$ cat src/rtl/apst_pkg.sv
// Shared types and constants for the ARM prologue stack-frame tracker.
// No dependencies; every rtl file refers to it by scoped names.
package apst_pkg;

  localparam logic [3:0] COND_ALWAYS = 4'hE;
  localparam logic [3:0] REG_SP      = 4'd13;
  localparam logic [3:0] REG_LR      = 4'd14;
  localparam logic [3:0] REG_PC      = 4'd15;

  localparam logic [2:0] TYPE_DP_IMM = 3'b001;
  localparam logic [2:0] TYPE_LS_IMM = 3'b010;
  localparam logic [2:0] TYPE_BLOCK  = 3'b100;

  localparam logic [3:0] OP_SUB = 4'd2;
  localparam logic [3:0] OP_ADD = 4'd4;

  localparam int unsigned BIT_P = 24;
  localparam int unsigned BIT_U = 23;
  localparam int unsigned BIT_W = 21;
  localparam int unsigned BIT_L = 20;

  localparam int unsigned WORD_W = 32;
  localparam int unsigned LR_ADD_W = 6;

  // Classified instruction: everything the execute side needs, state free.
  typedef struct packed {
    logic                new_frame;
    logic [WORD_W-1:0]   frame_delta;
    logic                lr_en;
    logic [LR_ADD_W-1:0] lr_add;
  } dec_t;

endpackage

$ cat src/rtl/apst_front.sv
// Front end: classifies one ARM instruction word into a frame delta and lr record.
// Depends on apst_pkg.
module apst_front (
  input  logic [31:0]   instruction,
  input  logic          new_frame,
  output apst_pkg::dec_t dec
);

  logic [3:0]  cond;
  logic [2:0]  itype;
  logic [3:0]  opc;
  logic [3:0]  rn;
  logic [3:0]  rd;
  logic [4:0]  rot_amt;
  logic [63:0] rot_dbl;
  logic [31:0] rot_imm;
  logic [31:0] ls_off;
  logic [15:0] reg_list;
  logic [4:0]  n_regs;
  logic [3:0]  n_below;
  logic [31:0] blk_bytes;

  assign cond     = instruction[31:28];
  assign itype    = instruction[27:25];
  assign opc      = instruction[24:21];
  assign rn       = instruction[19:16];
  assign rd       = instruction[15:12];
  assign reg_list = instruction[15:0];

  // Rotate right by twice the rotate field.
  assign rot_amt = {instruction[11:8], 1'b0};
  assign rot_dbl = {24'd0, instruction[7:0], 24'd0, instruction[7:0]} >> rot_amt;
  assign rot_imm = rot_dbl[31:0];

  assign ls_off = {20'd0, instruction[11:0]};

  always_comb begin
    n_regs  = '0;
    n_below = '0;
    for (int i = 0; i < 16; i++) begin
      n_regs = n_regs + 5'(reg_list[i]);
      if (i < 14) begin
        n_below = n_below + 4'(reg_list[i]);
      end
    end
  end

  assign blk_bytes = {25'd0, n_regs, 2'b00};

  always_comb begin
    dec.new_frame   = new_frame;
    dec.frame_delta = '0;
    dec.lr_en       = 1'b0;
    dec.lr_add      = '0;
    if (cond == apst_pkg::COND_ALWAYS) begin
      unique case (itype)
        apst_pkg::TYPE_DP_IMM: begin
          if (rd == apst_pkg::REG_SP && rn == apst_pkg::REG_SP) begin
            if (opc == apst_pkg::OP_SUB) begin
              dec.frame_delta = rot_imm;
            end else if (opc == apst_pkg::OP_ADD) begin
              dec.frame_delta = 32'd0 - rot_imm;
            end
          end
        end
        apst_pkg::TYPE_LS_IMM: begin
          if (rn == apst_pkg::REG_SP && rd != apst_pkg::REG_PC &&
              !(instruction[apst_pkg::BIT_P] && !instruction[apst_pkg::BIT_W])) begin
            dec.frame_delta = instruction[apst_pkg::BIT_U] ? (32'd0 - ls_off) : ls_off;
            if (instruction[apst_pkg::BIT_P] && !instruction[apst_pkg::BIT_L] &&
                rd == apst_pkg::REG_LR) begin
              dec.lr_en = 1'b1;
            end
          end
        end
        apst_pkg::TYPE_BLOCK: begin
          if (rn == apst_pkg::REG_SP && !reg_list[15] && n_regs != 5'd0) begin
            if (instruction[apst_pkg::BIT_U]) begin
              // Increment after / before: frame shrinks.
              if (instruction[apst_pkg::BIT_W]) begin
                dec.frame_delta = 32'd0 - blk_bytes;
              end
            end else begin
              if (instruction[apst_pkg::BIT_W]) begin
                dec.frame_delta = blk_bytes;
              end
              // Decrement before: store of lr records its slot.
              if (instruction[apst_pkg::BIT_P] && !instruction[apst_pkg::BIT_L] &&
                  reg_list[14]) begin
                dec.lr_en  = 1'b1;
                dec.lr_add = {n_below, 2'b00};
              end
            end
          end
        end
        default: begin
        end
      endcase
    end
  end

endmodule

$ cat src/rtl/apst_queue.sv
// Short FIFO of classified words between the front end and the execute side.
// Depends on apst_pkg for the entry type.
module apst_queue #(
  parameter int unsigned DEPTH = 2
) (
  input  logic           clk,
  input  logic           rst_n,
  input  logic           wr_en,
  input  apst_pkg::dec_t wr_data,
  output logic           full,
  output logic           rd_valid,
  input  logic           rd_en,
  output apst_pkg::dec_t rd_data
);

  localparam int unsigned PTR_W = (DEPTH > 1) ? $clog2(DEPTH) : 1;
  localparam int unsigned CNT_W = $clog2(DEPTH + 1);

  apst_pkg::dec_t    mem_r [DEPTH];
  logic [PTR_W-1:0]  wr_ptr_r, wr_ptr_nxt;
  logic [PTR_W-1:0]  rd_ptr_r, rd_ptr_nxt;
  logic [CNT_W-1:0]  count_r, count_nxt;
  logic              push, pop;

  assign full     = (count_r == CNT_W'(DEPTH));
  assign rd_valid = (count_r != '0);
  assign push     = wr_en && !full;
  assign pop      = rd_en && rd_valid;
  assign rd_data  = mem_r[rd_ptr_r];

  always_comb begin
    wr_ptr_nxt = wr_ptr_r;
    rd_ptr_nxt = rd_ptr_r;
    count_nxt  = count_r;
    if (push) begin
      wr_ptr_nxt = (wr_ptr_r == PTR_W'(DEPTH - 1)) ? '0 : wr_ptr_r + 1'b1;
    end
    if (pop) begin
      rd_ptr_nxt = (rd_ptr_r == PTR_W'(DEPTH - 1)) ? '0 : rd_ptr_r + 1'b1;
    end
    if (push && !pop) begin
      count_nxt = count_r + 1'b1;
    end else if (pop && !push) begin
      count_nxt = count_r - 1'b1;
    end
  end

  always_ff @(posedge clk) begin
    if (!rst_n) begin
      wr_ptr_r <= '0;
      rd_ptr_r <= '0;
      count_r  <= '0;
    end else begin
      wr_ptr_r <= wr_ptr_nxt;
      rd_ptr_r <= rd_ptr_nxt;
      count_r  <= count_nxt;
    end
  end

  always_ff @(posedge clk) begin
    if (push) begin
      mem_r[wr_ptr_r] <= wr_data;
    end
  end

`ifndef NO_ASSERTIONS
  a_count_bound: assert property (@(posedge clk) disable iff (!rst_n)
    count_r <= CNT_W'(DEPTH))
    else $error("queue count beyond depth");

  a_push_only: assert property (@(posedge clk) disable iff (!rst_n)
    (push && !pop) |=> (count_r == $past(count_r) + 1'b1))
    else $error("queue count did not advance on push");
`endif

endmodule

$ cat src/rtl/apst_back.sv
// Execute side: applies classified words to the frame state and holds the result word.
// Depends on apst_pkg.
module apst_back (
  input  logic               clk,
  input  logic               rst_n,
  input  logic               q_valid,
  input  apst_pkg::dec_t     q_data,
  output logic               q_pop,
  output logic               out_valid,
  input  logic               out_stall,
  output logic               out_lr_saved,
  output logic signed [31:0] out_frame_size,
  output logic signed [31:0] out_lr_slot_offset
);

  logic [31:0] frame_bytes_r, frame_bytes_nxt;
  logic [31:0] lr_offset_r, lr_offset_nxt;
  logic [31:0] base;
  logic        out_valid_r, out_valid_nxt;
  logic        lr_saved_r;
  logic [31:0] frame_out_r;
  logic [31:0] lr_out_r;

  // Take a new word when the result register is empty or being drained.
  assign q_pop = q_valid && (!out_valid_r || !out_stall);

  assign base            = q_data.new_frame ? 32'd0 : frame_bytes_r;
  assign frame_bytes_nxt = base + q_data.frame_delta;

  always_comb begin
    if (q_data.lr_en) begin
      lr_offset_nxt = base + {26'd0, q_data.lr_add};
    end else if (q_data.new_frame) begin
      lr_offset_nxt = '0;
    end else begin
      lr_offset_nxt = lr_offset_r;
    end
  end

  always_comb begin
    out_valid_nxt = out_valid_r;
    if (q_pop) begin
      out_valid_nxt = 1'b1;
    end else if (!out_stall) begin
      out_valid_nxt = 1'b0;
    end
  end

  always_ff @(posedge clk) begin
    if (!rst_n) begin
      frame_bytes_r <= '0;
      lr_offset_r   <= '0;
      out_valid_r   <= 1'b0;
    end else begin
      out_valid_r <= out_valid_nxt;
      if (q_pop) begin
        frame_bytes_r <= frame_bytes_nxt;
        lr_offset_r   <= lr_offset_nxt;
      end
    end
  end

  always_ff @(posedge clk) begin
    if (q_pop) begin
      lr_saved_r  <= q_data.lr_en;
      frame_out_r <= frame_bytes_nxt;
      lr_out_r    <= lr_offset_nxt;
    end
  end

  assign out_valid          = out_valid_r;
  assign out_lr_saved       = lr_saved_r;
  assign out_frame_size     = frame_out_r;
  assign out_lr_slot_offset = lr_out_r;

`ifndef NO_ASSERTIONS
  a_state_hold: assert property (@(posedge clk) disable iff (!rst_n)
    !q_pop |=> ($stable(frame_bytes_r) && $stable(lr_offset_r)))
    else $error("frame state changed without a word");

  a_pop_shows: assert property (@(posedge clk) disable iff (!rst_n)
    q_pop |=> (out_valid_r && frame_out_r == frame_bytes_r && lr_out_r == lr_offset_r))
    else $error("result word does not match frame state");
`endif

endmodule

$ cat src/rtl/arm_prologue_stack_frame_tracker.sv
// An accepted word is written into the queue, then into the result register on out_*.
// Throughput: one instruction per cycle while out_stall is low; the queue absorbs
// QUEUE_DEPTH words of out_stall. The frame update (one 32-bit add) sets the rate.
// Reset (rst_n low, synchronous): frame size and lr offset go to zero, queue empties,
// out_valid drops. No clearing pass; the block takes words straight after reset.
module arm_prologue_stack_frame_tracker #(
  parameter int unsigned QUEUE_DEPTH = 2
) (
  input  logic               clk,
  input  logic               rst_n,
  input  logic               in_valid,
  output logic               in_stall,
  input  logic [31:0]        in_instruction,
  input  logic               in_new_frame,
  output logic               out_valid,
  input  logic               out_stall,
  output logic               out_lr_saved,
  output logic signed [31:0] out_frame_size,
  output logic signed [31:0] out_lr_slot_offset
);

  // Front end: classify the word; nothing here depends on the frame state,
  // so decode runs ahead of execution freely.
  apst_pkg::dec_t dec;
  apst_pkg::dec_t q_data;
  logic           q_full;
  logic           q_valid;
  logic           q_pop;
  logic           in_accept;

  apst_front u_front (
    .instruction (in_instruction),
    .new_frame   (in_new_frame),
    .dec         (dec)
  );

  // Stall the input only when the queue is full; a held result word at the
  // output does not block acceptance until the queue has filled behind it.
  assign in_stall  = q_full;
  assign in_accept = in_valid && !q_full;

  apst_queue #(
    .DEPTH (QUEUE_DEPTH)
  ) u_queue (
    .clk      (clk),
    .rst_n    (rst_n),
    .wr_en    (in_accept),
    .wr_data  (dec),
    .full     (q_full),
    .rd_valid (q_valid),
    .rd_en    (q_pop),
    .rd_data  (q_data)
  );

  // Back end: advance frame size and lr offset, then hold the result word
  // in its output register until the far side takes it.
  apst_back u_back (
    .clk                (clk),
    .rst_n              (rst_n),
    .q_valid            (q_valid),
    .q_data             (q_data),
    .q_pop              (q_pop),
    .out_valid          (out_valid),
    .out_stall          (out_stall),
    .out_lr_saved       (out_lr_saved),
    .out_frame_size     (out_frame_size),
    .out_lr_slot_offset (out_lr_slot_offset)
  );

endmodule
$ cat config.mk
export PLATFORM = sky130hd
export DESIGN_NAME = arm_prologue_stack_frame_tracker
export DESIGN_NICKNAME = d
export VERILOG_FILES = /design/src/rtl/apst_pkg.sv /design/src/rtl/apst_front.sv /design/src/rtl/apst_queue.sv /design/src/rtl/apst_back.sv /design/src/rtl/arm_prologue_stack_frame_tracker.sv
export SDC_FILE = /design/constraint.sdc
export NUM_CORES = 1
export LEC_CHECK = 0
export BUFFER_PORTS_ARGS = -buffer_cell sky130_fd_sc_hd__buf_4
export CORE_UTILIZATION = 61
export CTS_BUF_LIST = sky130_fd_sc_hd__clkbuf_8 sky130_fd_sc_hd__clkbuf_16
export DETAILED_ROUTE_END_ITERATION = 10
export GPL_ROUTABILITY_DRIVEN = 0
export HOLD_SLACK_MARGIN = 0.12
export PLACE_DENSITY_LB_ADDON = 0.2
export SLEW_MARGIN = 20
export SYNTH_ARGS = -nofsm -noshare
export SYNTH_HDL_FRONTEND = slang
export SYNTH_SLANG_ARGS = --single-unit
$ cat constraint.sdc
create_clock -name clk -period 7.9 [get_ports clk]
set_input_delay 1.58 -clock clk [delete_from_list [all_inputs] [get_ports clk]]
set_output_delay 1.58 -clock clk [all_outputs]
set_load 0.005 [all_outputs]
== Yosys cells after proc, flatten, opt, wreduce, memory -nomap -nowiden ==
Memories as Yosys holds them, arrays and structs flattened. A register that Yosys moved wholly into a read port is not among the register bits.
Cells that the tools add are included.
Storage, ports and cells
  register bits: 134
  RAM bits: 80
  input port bits: 37
  output and inout port bits: 67
  word-level logic and storage cells: 117
  memories kept: 1
Cells by class
  $add $sub $neg: 37
  eq/ne operators: 12
  shift-type cells: 1
  mux-type cells: 29
  reduce and logical (&&, ||, !) cells: 28
Memory list
  u_queue.mem_r: depth 2, width 40, rd ports 1, clocked after memory_dff 1, write ports 1, RTL line apst_queue.sv:19  | apst_pkg::dec_t mem_r [DEPTH];
Operators by type and width (count)
  2-to-1 mux 32 bit: 9
  case mux 32 bit (3 select lines): 1
  2-to-1 mux 39 bit: 2
  adder 5 x 1 -> 5 bit: 14
  adder 4 x 1 -> 4 bit: 12
  >> shifter 40 x 5 -> 32 bit: 1
  2-to-1 mux 33 bit: 1
  adder 32 bit: 1
  adder 32 x 6 -> 32 bit: 1
  subtractor 1 x 32 -> 32 bit, first input constant: 1
  2-to-1 mux 7 bit: 3
  equality test 4 bit, second input constant: 4
  logical AND 1 bit: 15
  subtractor 1 x 12 -> 13 bit, first input constant: 1
  zero test 1 bit: 9
  2-to-1 mux 1 bit: 9
  subtractor 1 x 7 -> 8 bit, first input constant: 1
  2-to-1 mux 6 bit: 1
  nonzero test 5 bit: 1
  adder 1 x 1 -> 2 bit: 2
  equality test 4 x 2 -> 1 bit, second input constant: 1
  equality test 4 x 3 -> 1 bit, second input constant: 1
  2-to-1 mux 2 bit: 2
  != test 4 bit, second input constant: 1
  11 further kinds: 13

== Depth between registers and ports, before layout ==
  depth after elaboration: 21
  mapped depth: 24
  depth with buffers taken out: 23

== By module ==
From an unflattened synthesis, not the netlist that was laid out.
Unflattened totals
  cells, all modules: 1724
  area, all modules: 15541.2 sq um
By module, submodules not included
  apst_back: instances 1, cells an instance 1088, area an instance 9059.9 sq um, sequential area each 3253.1 sq um
  apst_front: instances 1, cells an instance 486, area an instance 3358.2 sq um, sequential area each 0.0 sq um
  apst_queue: instances 1, cells an instance 149, area an instance 3109.2 sq um, sequential area each 2502.4 sq um
  arm_prologue_stack_frame_tracker: instances 1, cells an instance 1, area an instance 13.8 sq um, sequential area each 0.0 sq um

== Least setup slack after synthesis ==
Ideal clock, no wire load.
  path type: input-to-reg
  start point: input port in_instruction[0]
  end point: memory u_queue.mem_r[0][21] (netlist bit) (data pin)
  library setup time: 0.221 ns
  arrival: 6.551 ns
  required time: 7.679 ns
  setup slack: 1.128 ns
  cell stages on the path: 21
  path buffers: 2
  cells stage by stage: inv_1 -> ha_1 -> inv_1 -> fa_1 -> fa_1 -> fa_1 -> fa_1 -> fa_1 -> fa_1 -> ha_1 -> nand2_1 -> nor2_1 -> ha_1 -> nand2b_1 -> nor4_1 -> and2_1 -> clkbuf_1 -> o311a_1 -> o21bai_1 -> clkbuf_1 -> o311ai_0
RTL lines
  start: declaration: RTL line arm_prologue_stack_frame_tracker.sv:13  | input logic [31:0] in_instruction,
  end: declaration: RTL line apst_queue.sv:19

==> flow_summary.ini <==
[detailed_routing]
post-route-drc-count = 0
wl_per_cell_um = 18.0
wirelength_um = 31800
vias = 11100
ant_nets = 0
drt_iter0_drc = 985
vias_per_cell = 6.25
drtPass1Iterations = 7

[cts]
clk_pin_slew_ps = 60
htreeDepth = 1
cts_resized = 0
cts_root_buf = clkbuf_16
max-clock-path-buffers = 3
cts.sinks = 211
cts_tree = yes
cts_setup_buffers = 0
hold_buffers = 0
clk_latency_ps = 500
cts_buffers = 21

[sta]
period_share = 0.898
setup_viol = 0
slew_headroom = 0.281
rsz0062_at_grt = false
hold_violations = 0
tightest_slew_ps = 1080
slew_viol_final = 0
period_needed_ps = 7090
fmax_mhz = 141
setup_tns_ps = 0
fin_skew_ps = 18.1

[synth]
synth_area_leader_cell = edfxtp_1
ys_ff_latch = 211
synth_edf_count = 141
yosys.area.top_type_share = 0.314
synth_area_leaders = edfxtp_1, dfxtp_1, nand2_1, ha_1, xnor2_1
syn_area_sq_um = 13500
ys_seq_area_frac = 0.418
syn-num-nets = 1530
synth_ff_type = edfxtp_1
yosys_warnings = 0
async_reset_ff_frac = 0
synthCells = 1422
syn_area_per_cell_sq_um = 9.48
ys_types = 86

[pwr]
p_sw_w = 0.00195
leakage_nw = 6.05
p_per_area_nw_per_um2 = 343
pwr-share-comb = 0.440
p_seq_frac = 0.343
p_int_w = 0.00326
p_sw_frac = 0.374
ir_drop_uv = 196
p_clk_frac = 0.217

[setup_path]
rr_worst_depth = 13
slowest_delay_ps = 690
cpMaxStageDelayCell = o21bai_1
startpoint_type = input pin
required_ps = 8090
crit_chain = buf_4 -> inv_1 -> ha_1 -> inv_1 -> fa_1 -> fa_1 -> fa_1 -> fa_1 -> fa_1 -> fa_1 -> ha_1 -> nand2_1 -> nor2_1 -> ha_1 -> nand2b_1 -> nor4_1 -> and2_1 -> o311a_1 -> o21bai_1 -> buf_4 -> o21ai_0
crit_top_cell = fa_1
critPathKind = input pin to flip-flop
worstSetupEndpointType = flip-flop
path_max_fanout = 11
cp.arrival_ps = 7280

[hold_path]
hold_path_class = flip-flop to flip-flop
hold_depth = 2

[status]
status = finished, final reports clean

[finish]
drive_above_1_share = 0.153
utilization = 0.699
diodes = 0
synthToLayoutAreaGrowth_pct = 12.7
nNetsFinal = 1587
fillCellCount = 1677

[job]
drv_cap = 0

[placed_design]
numPortBuffers = 103
dp_hpwl_um = 22500

[floorplan]
core_sq_um = 21800
start_util = 0.620
num_rows = 54
die_x_um = 151
die_h_um = 151
ioPinCount = 104
fp.dieArea_sq_um = 22700

[grt]
grt_pass1_wl_um = 50700
grt_max_degree = 96
grt_pass1_vias = 10000
antenna_found_initial = 0
globalRouteTotalUtil = 0.281
gr-total-overflow = 0
[cell usage in the layout (no fill, tap or decap), drive strengths merged, types with 10 or more instances in the layout]
master,instances
a21o,22
ha,53
nand2,178
xor2,34
nor2b,10
edfxtp,141
mux2i,16
nor3,30
and2,40
buf,115
nor2,99
a22o,12
nand3,41
o211ai,18
nand2b,11
fa,18
and3,19
a31oi,23
clkbuf,23
o21ai,82
o21a,10
dfxtp,70
xnor2,57
a21oi,90
o22ai,10
inv,54
mux2,42
[cell type report]
class                   instances  area (sq um)  area share
clock buffers                  23           564      0.0371
clock inverters                14           229      0.0151
inverters                      55           209      0.0137
multi-input cells            1075          7340       0.483
flip-flops and latches        211          5640       0.371
well taps                     280           350      0.0230
repair buffers                115           876      0.0576
[worst paths after layout]
check / from / endpoint / slack (ps)
min reg2reg: u_back.frame_bytes_r[2] / u_back.frame_bytes_r[2] / 460
max: in_instruction[0] / u_queue.mem_r[0][27] / 810
max reg2reg: flip-flop / u_back.frame_bytes_r[31] / 3360
min: u_back.frame_bytes_r[2] / u_back.frame_bytes_r[2] / 460
[flip-flops by register name (all words and copies together) (netlist names), named ones only]
name and flops:
u_back.out_lr_slot_offset 32, u_queue.mem_r 76, u_back.lr_offset_r 32, u_queue.rd_ptr_r 1, u_queue.count_r 2, u_back.frame_bytes_r 32, u_back.out_frame_size 32, u_queue.wr_ptr_r 1
u_back.out_lr_saved 1, u_back.out_valid 1
[cell families (layout without fill, tap and decap cells)]
group | count (synthesis) | count (layout) | share of synthesized area
AO/OA/AOI/OAI | 362 | 362 | 0.179
adder cells (fa/ha/maj) | 71 | 71 | 0.0759
XOR/XNOR | 91 | 91 | 0.0591
AND/OR/NAND/NOR | 492 | 492 | 0.178
multiplexers | 59 | 59 | 0.0495
flip-flops | 211 | 211 | 0.418
buffers and inverters | 136 | 207 | 0.0412
[per-stage QoR]
stage	cells	power (W)	worst slack (ps)	cell area (sq um)	hold WS (ps)
3_3_place_gp	1735	0.00399	465	14400	437
6_report	1773	0.00521	808	15200	456
4_1_cts	1773	0.00521	839	15200	453
2_1_floorplan	1422	0.00332	1130	13500	432
3_5_place_dp	1736	0.00406	319	14400	444
5_1_grt	1773	0.00553	467	15200	466
[synth_stat cells, types with 8 or more instances]
| library cell | n |
|---|---|
| a22o_1 | 12 |
| ha_1 | 53 |
| nand3_1 | 41 |
| o21a_1 | 10 |
| a21o_1 | 22 |
| o211ai_1 | 18 |
| nor3_1 | 30 |
| or3_1 | 9 |
| nor2b_1 | 10 |
| a31oi_1 | 23 |
| and3_1 | 19 |
| mux2i_1 | 15 |
| inv_1 | 50 |
| o2111ai_1 | 8 |
| nor3b_1 | 8 |
| dfxtp_1 | 70 |
| nand4_1 | 9 |
| xor2_1 | 34 |
| a21oi_1 | 90 |
| nand2_1 | 178 |
| a211oi_1 | 9 |
| edfxtp_1 | 141 |
| o22ai_1 | 10 |
| o21ai_0 | 77 |
| clkbuf_1 | 60 |
| fa_1 | 18 |
| nand2b_1 | 11 |
| buf_2 | 9 |
| mux2_2 | 40 |
| xnor2_1 | 57 |
| nor2_1 | 99 |
| and2_1 | 38 |
[critical path, delay by kind of cell]
| family | cells | cell delay [ps] |
|---|---|---|
| buf+inv | 4 | 580 |
| fa+ha+maj | 9 | 3550 |
| compound gates | 3 | 1050 |
| simple gates | 5 | 500 |
[layer usage]
layer  vias to the layer above  part of all wire  track usage
met5                         -                 0            0
met4                         0             0.020       0.0825
met3                        58             0.069       0.0324
met2                       439              0.48        0.468
met1                      5269              0.43        0.384
li1                       5321                 -            -
[power groups by stage]
stage / Clock (W) / Sequential (W) / Combinational [W]
after global routing: 0.00118 / 0.00182 / 0.00252
after floorplan: 0 / 0.00180 / 0.00152
after detailed placement: 0 / 0.00180 / 0.00226
final: 0.00113 / 0.00179 / 0.00229
after global placement: 0 / 0.00179 / 0.00220
after CTS: 0.00115 / 0.00178 / 0.00228
Note: power is estimated with default switching activity, not from simulation.
